$ cat config.mk
export PLATFORM = sky130hd
export DESIGN_NAME = utf8_stream_validator
export DESIGN_NICKNAME = d
export VERILOG_FILES = /design/src/u8v_pkg.sv /design/src/u8v_step.sv /design/src/utf8_stream_validator.sv
export SDC_FILE = /design/constraint.sdc
export NUM_CORES = 1
export LEC_CHECK = 0
export BUFFER_PORTS_ARGS = -buffer_cell sky130_fd_sc_hd__buf_2
export CORE_MARGIN = 1
export CORE_UTILIZATION = 55
export CTS_CLUSTER_DIAMETER = 150
export DETAILED_ROUTE_END_ITERATION = 8
export PLACE_DENSITY = 0.77
export SETUP_SLACK_MARGIN = 0.1
export SLEW_MARGIN = 20
export SYNTH_ARGS = -nofsm -noshare
export SYNTH_HDL_FRONTEND = slang
export SYNTH_SLANG_ARGS = --single-unit
$ cat constraint.sdc
create_clock -name clk -period 3.1 [get_ports clk]
set_clock_uncertainty 0.1 [all_clocks]
set_input_delay 0.62 -clock clk [delete_from_list [all_inputs] [get_ports clk]]
set_output_delay 0.62 -clock clk [all_outputs]
set_load 0.02 [all_outputs]
$ cat src/u8v_pkg.sv
package u8v_pkg;

	// Limits of the code space and of the surrogate ranges.
	localparam int unsigned CpWidth = 21;
	localparam logic [CpWidth-1:0] CpMax    = 21'h10FFFF;
	localparam logic [CpWidth-1:0] HiSurLo  = 21'h00D800;
	localparam logic [CpWidth-1:0] HiSurHi  = 21'h00DBFF;
	localparam logic [CpWidth-1:0] LoSurLo  = 21'h00DC00;
	localparam logic [CpWidth-1:0] LoSurHi  = 21'h00DFFF;

	// Byte class masks.
	localparam logic [7:0] LeadBad   = 8'hF8;
	localparam logic [7:0] Lead4Mask = 8'hF0;
	localparam logic [7:0] Lead3Mask = 8'hE0;
	localparam logic [7:0] Lead2Mask = 8'hC0;
	localparam logic [7:0] ContMark  = 8'h80;
	localparam logic [7:0] ContBits  = 8'h3F;

	// One input transaction.
	typedef struct packed {
		logic [7:0] byte_value;
		logic       has_byte;
		logic       end_of_string;
	} u8v_in_t;

	// One result transaction.
	typedef struct packed {
		logic string_done;
		logic string_valid;
	} u8v_out_t;

	// Decoder state carried from byte to byte.
	typedef struct packed {
		logic [1:0]         bytes_pending;
		logic [CpWidth-1:0] code_point_acc;
		logic               awaiting_low_surrogate;
		logic               error_seen;
	} u8v_state_t;

endpackage

$ cat src/u8v_step.sv
module u8v_step
	import u8v_pkg::*;
(
	input  u8v_state_t state,
	input  u8v_in_t    item,
	output u8v_state_t state_next,
	output u8v_out_t   result
);

	// Surrogate pairing and range check on a finished code point.
	function automatic u8v_state_t finish_cp(u8v_state_t s, logic [CpWidth-1:0] cp);
		u8v_state_t r;
		logic       hi;
		logic       lo;
		r  = s;
		hi = (cp >= HiSurLo) && (cp <= HiSurHi);
		lo = (cp >= LoSurLo) && (cp <= LoSurHi);
		if (cp > CpMax) begin
			r.error_seen = 1'b1;
		end else if (s.awaiting_low_surrogate) begin
			if (!lo) begin
				r.error_seen = 1'b1;
			end
			r.awaiting_low_surrogate = 1'b0;
		end else if (lo) begin
			r.error_seen = 1'b1;
		end else begin
			r.awaiting_low_surrogate = hi;
		end
		return r;
	endfunction

	u8v_state_t         after_byte;
	u8v_state_t         after_end;
	logic [7:0]         c;
	logic [CpWidth-1:0] cont_bits;
	logic [CpWidth-1:0] acc_merged;

	assign c = item.byte_value;

	// Continuation payload placed at the slot the pending count selects.
	always_comb begin
		case (state.bytes_pending)
			2'd3:    cont_bits = CpWidth'({c & ContBits, 12'd0});
			2'd2:    cont_bits = CpWidth'({c & ContBits, 6'd0});
			default: cont_bits = CpWidth'(c & ContBits);
		endcase
		acc_merged = state.code_point_acc | cont_bits;
	end

	// Byte decode: lead byte classification or continuation gathering.
	always_comb begin
		after_byte = state;
		if (item.has_byte && !state.error_seen) begin
			if (state.bytes_pending == 2'd0) begin
				if (!c[7]) begin
					after_byte = finish_cp(state, CpWidth'(c));
				end else if (c >= LeadBad) begin
					after_byte.error_seen = 1'b1;
				end else if ((c & Lead4Mask) == Lead4Mask) begin
					after_byte.code_point_acc = CpWidth'({c[2:0], 18'd0});
					after_byte.bytes_pending  = 2'd3;
				end else if ((c & Lead3Mask) == Lead3Mask) begin
					after_byte.code_point_acc = CpWidth'({c[3:0], 12'd0});
					after_byte.bytes_pending  = 2'd2;
				end else if ((c & Lead2Mask) == Lead2Mask) begin
					after_byte.code_point_acc = CpWidth'({c[4:0], 6'd0});
					after_byte.bytes_pending  = 2'd1;
				end else begin
					after_byte.error_seen = 1'b1;
				end
			end else if ((c & Lead2Mask) != ContMark) begin
				after_byte.error_seen = 1'b1;
			end else begin
				after_byte.code_point_acc = acc_merged;
				after_byte.bytes_pending  = state.bytes_pending - 2'd1;
				if (state.bytes_pending == 2'd1) begin
					after_byte = finish_cp(after_byte, acc_merged);
				end
			end
		end
	end

	// End of string: pending sequence or unpaired high surrogate fails.
	always_comb begin
		after_end = after_byte;
		if (item.end_of_string &&
		    ((after_byte.bytes_pending != 2'd0) || after_byte.awaiting_low_surrogate)) begin
			after_end.error_seen = 1'b1;
		end
		result.string_done  = item.end_of_string;
		result.string_valid = !after_end.error_seen;
		state_next = item.end_of_string ? '0 : after_end;
	end

endmodule

$ cat src/utf8_stream_validator.sv
// UTF-8 stream validator. Bytes of a string arrive one transaction each on the
// byte channel; every transaction yields one verdict transaction that tells
// whether the string is still valid, and the transaction flagged end_of_string
// carries the final verdict and clears the decoder for the next string. An end
// flag without a byte closes a string (an empty string is valid). The block
// takes one transaction per clock cycle unless a waiting verdict stalls it. A
// byte is decoded straight out of the input register, and its verdict is loaded
// into the result register once that register is free or draining. The
// throughput is set by the decoder state register, which is updated from the
// registered byte. A verdict that waits for the receiver holds the input
// register, so at most two transactions are in flight.
module utf8_stream_validator
	import u8v_pkg::*;
(
	input  logic     clk,
	input  logic     arst_n,
	input  logic     byte_valid,
	output logic     byte_ready,
	input  u8v_in_t  byte_item,
	output logic     verdict_valid,
	input  logic     verdict_ready,
	output u8v_out_t verdict_item
);

	logic       valid_s1;
	u8v_in_t    item_s1;
	logic       advance;
	u8v_state_t state_q;
	u8v_state_t state_next;
	u8v_out_t   result;

	// The registered byte moves on when the result register is free or draining.
	assign advance    = valid_s1 && (!verdict_valid || verdict_ready);
	assign byte_ready = !valid_s1 || advance;

	// Input register.
	always_ff @(posedge clk or negedge arst_n) begin
		if (!arst_n) begin
			valid_s1 <= 1'b0;
		end else if (byte_ready) begin
			valid_s1 <= byte_valid;
		end
	end

	always_ff @(posedge clk) begin
		if (byte_ready && byte_valid) begin
			item_s1 <= byte_item;
		end
	end

	u8v_step u_step (
		.state      (state_q),
		.item       (item_s1),
		.state_next (state_next),
		.result     (result)
	);

	// Decoder state advances once per transaction.
	always_ff @(posedge clk or negedge arst_n) begin
		if (!arst_n) begin
			state_q <= '0;
		end else if (advance) begin
			state_q <= state_next;
		end
	end

	// Result register.
	always_ff @(posedge clk or negedge arst_n) begin
		if (!arst_n) begin
			verdict_valid <= 1'b0;
		end else if (advance) begin
			verdict_valid <= 1'b1;
		end else if (verdict_ready) begin
			verdict_valid <= 1'b0;
		end
	end

	always_ff @(posedge clk) begin
		if (advance) begin
			verdict_item <= result;
		end
	end

	// A string that ends leaves the decoder clean.
	a_clear_after_end: assert property (@(posedge clk) disable iff (!arst_n)
		advance && item_s1.end_of_string |=> state_q == '0)
		else $error("decoder state not cleared after end of string");

	// An error sticks until the string ends.
	a_error_sticky: assert property (@(posedge clk) disable iff (!arst_n)
		advance && state_q.error_seen && !item_s1.end_of_string |=> state_q.error_seen)
		else $error("error flag dropped inside a string");

	// A stalled input register means the result register is full and blocked.
	a_stall_cause: assert property (@(posedge clk) disable iff (!arst_n)
		!byte_ready |-> valid_s1 && verdict_valid && !verdict_ready)
		else $error("input stalled without a blocked result");

	// The reported verdict matches the state it left behind within a string.
	a_verdict_state: assert property (@(posedge clk) disable iff (!arst_n)
		advance && !item_s1.end_of_string |=> verdict_item.string_valid == !state_q.error_seen)
		else $error("verdict disagrees with decoder error state");

endmodule

# Yosys cells after proc, flatten, opt, wreduce, memory -nomap -nowiden
# Index checks and enable logic that the tools add are counted.
dict set report word_totals {
  reg_bits 39
  input_bits 14
  output_inout_bits 4
  elab_cells 76
}
dict set report op_classes {
  addsub 1
  magnitude_cmp 6
  n_eq_ne 11
  muxes 28
  bitwise 1
  reduce_logical 18
}
# operator count
set op_table {}
lappend op_table {{$mux W23} 5}
lappend op_table {{$mux W25} 3}
lappend op_table {{$ge A21 B16 Y1 const B} 2}
lappend op_table {{$le A21 B16 Y1 const B} 2}
lappend op_table {{$pmux W18 S2} 1}
lappend op_table {{$mux W24} 1}
lappend op_table {{$gt A21 B21 Y1 const B} 1}
lappend op_table {{$or A21 B18 Y21} 1}
lappend op_table {{$mux W1} 16}
lappend op_table {{$ge A8 B8 Y1 const B} 1}
lappend op_table {{$eq A2 B2 Y1 const B} 3}
lappend op_table {{$logic_and A1 B1 Y1} 6}
lappend op_table {{$ne A3 B3 Y1 const B} 2}
lappend op_table {{$reduce_and A6 Y1} 1}
lappend op_table {{$reduce_bool A2 Y1} 3}
lappend op_table {{$ne A5 B5 Y1 const B} 1}
lappend op_table {{$eq A4 B4 Y1 const B} 1}
lappend op_table {{$logic_not A1 Y1} 4}
lappend op_table {{$mux W2} 2}
lappend op_table {{$eq A3 B3 Y1 const B} 1}
lappend op_table {{$logic_or A1 B1 Y1} 3}
lappend op_table {{$ne A3 B2 Y1 const B} 1}
lappend op_table {{$eq A2 B1 Y1 const B} 1}
lappend op_table {{$logic_not A2 Y1} 1}
lappend op_table {{other kinds (2)} 2}

# Depth between registers and ports, before layout
dict set report logic_depth {
  depth_word 17
  ltp_mapped 10
  depth_no_buf 8
}

# Modules after synthesis
# A second synthesis with hierarchy kept.
dict set report hier_totals {
  hier_cells 241
  area_unflattened_um2 2469.9
}
# module n_inst cells_each area_each_um2 seq_area_each_um2
set modules_own_cells {}
lappend modules_own_cells {utf8_stream_validator 1 73 1466.4 1036.0}
lappend modules_own_cells {u8v_step 1 168 1003.5 0.0}

# Least setup slack after synthesis
# No wires, ideal clock.
dict set report synth_timing {
  path_type {reg-to-reg}
  startpoint {reg state_q[19] (netlist name)}
  endpoint {reg verdict_item[0] (netlist name), data pin}
  setup_time_ps 262
  arrival_time_ps 1892
  t_required_ps 2738
  slack_ps 846
  path_stages_with_launch 7
  path_buffers 0
  period_less_slack_ps 2254
  cell_sequence {dfrtp_1 -> or4_4 -> or3_4 -> nor4_4 -> nor4bb_1 -> a211oi_2 -> a21oi_1}
}
# element line_no
set synth_rtl {}
lappend synth_rtl {{start, declared} utf8_stream_validator.sv:28} ;# u8v_state_t state_q;
lappend synth_rtl {{start signal, assigned} utf8_stream_validator.sv:63} ;# state_q <= state_next;
lappend synth_rtl {{end signal, assigned} utf8_stream_validator.sv:80} ;# verdict_item <= result;
lappend synth_rtl {{end, declared} utf8_stream_validator.sv:22} ;# output u8v_out_t verdict_item

==> results by group <==
CTS
  – Post-CTS Setup Bufs: 0
  – Clock slew at reported path FFs: 110 ps
  – Clk_lat worst skew: 340 ps
  – Post_cts resized: 0
  – CTS tree: built
  – Max Root-Sink Buffers: 2
  – Clock Sinks: 29
  – Root buffer selected by CTS: clkbuf_4
  – Clock buffer count from CTS: 5
  – Number of hold buffers added after cts: 0
  – CTS H-tree depth: 2

Die
  – # IOs: 18
  – Total die area: 2990 um^2
  – Die height: approximately 55 um
  – Row count: 18
  – Core ar.: 2540 um^2
  – Die width: 54.6 um
  – Initial core utilization: 0.599

Synthesis
  – Synth warnings: 0
  – Post-synth top area share: 0.279
  – Avg Inst Size Synth: about 11 um^2
  – Mapped Area: 1520 um^2
  – Top_reg_cell synth: dfrtp_1
  – Post-synthesis sequential area ratio: 0.516
  – Yosys top cell by area: dfrtp_1
  – Mapped Nets: 160
  – Largest cells by area after synthesis: dfrtp_1, edfxtp_1, ha_1
  – Number of synthesized register bits: 29
  – Post-synth ARST share: 0.586
  – Count of cell types in the netlist: 45
  – Mapped Cells: around 140
  – EDFF count, synth: 12

Timing
  – Fin Setup TNS: 0 ps
  – Min cycle time layout: 2620 ps
  – Final setup fails: 0
  – Final Max Tran Viols: 0
  – Slew margin rel.: 0.567
  – Period Utilization, post-route: 0.844
  – Max Freq: 382 MHz
  – Fin. Hold Viols: 0
  – Worst-Margin Slew: between 600 and 700 ps
  – Hold WS: 90.4 ps
  – RSZ-0062 raised after global routing: no

Finish
  – Net count, final: 177
  – Layout cells sized above 1: 0.201
  – Fin util: 0.658
  – Post-route cell area: 1670 um^2
  – Antenna cells: 0
  – P&R area growth vs syn: 9.85%
  – Fin cells: 189

Run
  – Max-cap check violation count: 0

Detailed routing
  – DR iter-0 viols: 30
  – Pre-antenna DRT Iters: 4
  – Vias: 1208
  – Post-Route WL: 3080 um
  – ANT nets after route: 0
  – DRC Markers: 0
  – Post-DR wirelength/cell: around 16 um
  – Drt via density: around 6.4

Global route
  – Initial antenna violation count: 0
  – Grt met3 use: 0.0750
  – Vias in the first global route: 1089
  – Most Used Layer, Global Route: met2
  – First-pass GRT wire length: 5040 um
  – Met1 usage: 0.344
  – Routing usage on met2: 0.351
  – Largest net degree at the start of global routing: 18
  – GR Overflow Total: 0
  – Total GRT Usage: 0.254

Min path
  – Hold crit path type: input port to asynchronous set/reset pin

Status
  – Status: complete, no violations

Place
  – HPWL after DPL: 2220 um
  – Port Buffer Count: 17
  – Dpl cell area: 1620 um^2
  – DP Cell Count: 181
  – Final GP Congestion: 0.912

Power and ir drop
  – Leakage power: 0.000722 uW
  – VDD IR max: 0.000369 V
  – Power Dens Cells: 503 nW/um^2

Critical path
  – Crit-path max FO: 9
  – WP data required: 3200 ps
  – Arr. time, crit path: 2720 ps
  – Worst Setup Start Kind: flop
  – Worst setup EP type: flop
  – Critical setup path kind: flop to flop
==> cell usage in the layout (no fill, tap or decap), types with 2 or more instances in the layout <==
cell	count
nand2_1	7
a31oi_1	4
nand4b_1	2
o21a_1	2
inv_1	5
nand3_1	3
o21ai_0	5
nand3b_1	2
a22o_1	7
and3_1	3
edfxtp_1	12
dfrtp_1	17
clkinv_2	2
o22ai_1	3
buf_2	17
nor3_1	4
clkbuf_4	5
nor2b_1	6
nor2_1	9
a21oi_1	6
ha_1	5
and2_1	2
nand2b_1	6
==> metrics by stage <==
stage | total power [uW] | setup WS, ps
5_1_grt | 883 | 290
4_1_cts | 845 | 539
2_1_floorplan | 577 | 846
6_report | 841 | 485
3_5_place_dp | 623 | 585
3_3_place_gp | 618 | 777
==> synthesized netlist by cell type, types with 2 or more instances <==
cell type	instances
dfrtp_1	17
edfxtp_1	12
nor2_1	9
a22o_1	7
clkbuf_1	7
nand2_1	7
a21oi_1	6
nand2b_1	6
nor2b_1	6
ha_1	5
inv_1	5
o21ai_0	5
a31oi_1	4
nor3_1	4
and3_1	3
nand3_1	3
o22ai_1	3
and2_1	2
nand3b_1	2
nand4b_1	2
o21a_1	2
==> layer usage <==
metal	wire length (um)	share of wire	vias up
met2	1420	0.46	45
met1	1390	0.45	587
met5	0	0	-
li1	-	-	564
met3	168	0.055	12
met4	98	0.032	0
==> final timing paths <==
check	slack, ps	start	cells after the start	to
worst max-delay path	480	state_q[24]$_DFFE_PN0P_	7	verdict_item[0]$_DFFE_PP_
worst min-delay path	90	arst_n	1	state_q[0]$_DFFE_PN0P_
min in group clk	360	byte_item[0]	1	item_s1[0]$_DFFE_PP_
worst min register to register	410	state_q[13]$_DFFE_PN0P_	2	state_q[13]$_DFFE_PN0P_
max in group asynchronous	2500	arst_n	1	valid_s1$_DFFE_PN0N_
worst max register to register	480	state_q[24]$_DFFE_PN0P_	7	verdict_item[0]$_DFFE_PP_
==> critical path: stages (launching register included) <==
cell      delay (ps)
dfrtp_1          480
inv_1            150
ha_1             350
nor2b_1          110
o41ai_1          570
nor4bb_1         480
a211oi_2         100
a21oi_1          140
==> power by group <==
part	total, uW	internal, uW	switching (uW)
logic	167	70.1	96.9
clock network	222	86.2	136
registers	452	425	26.8
==> cells by family (layout without fill, tap and decap cells) <==
| group | after synthesis | after routing | share of synthesized area |
|---|---|---|---|
| AND/OR/NAND/NOR | 53 | 53 | 0.213 |
| AO/OA/AOI/OAI | 40 | 40 | 0.191 |
| flip-flops | 29 | 29 | 0.516 |
| buffers and inverters | 13 | 31 | 0.0328 |
| adder cells (fa/ha/maj) | 5 | 5 | 0.0411 |
| XOR/XNOR | 1 | 1 | 0.00575 |
==> sequential cells by signal (all words and copies together) (netlist names) <==
name,cells
verdict_item,2
item_s1,10
valid_s1,1
state_q,15
verdict_valid,1
==> cell type report <==
class	instances	area, um^2
clock buffers	6	41.3
clock inverters	2	10.0
fillers	209	871
inverters	5	18.8
multi-input cells	99	688
flip-flops and latches	29	786
well taps	30	37.5
repair buffers	18	92.6
Power figures use the tool's default switching activity.
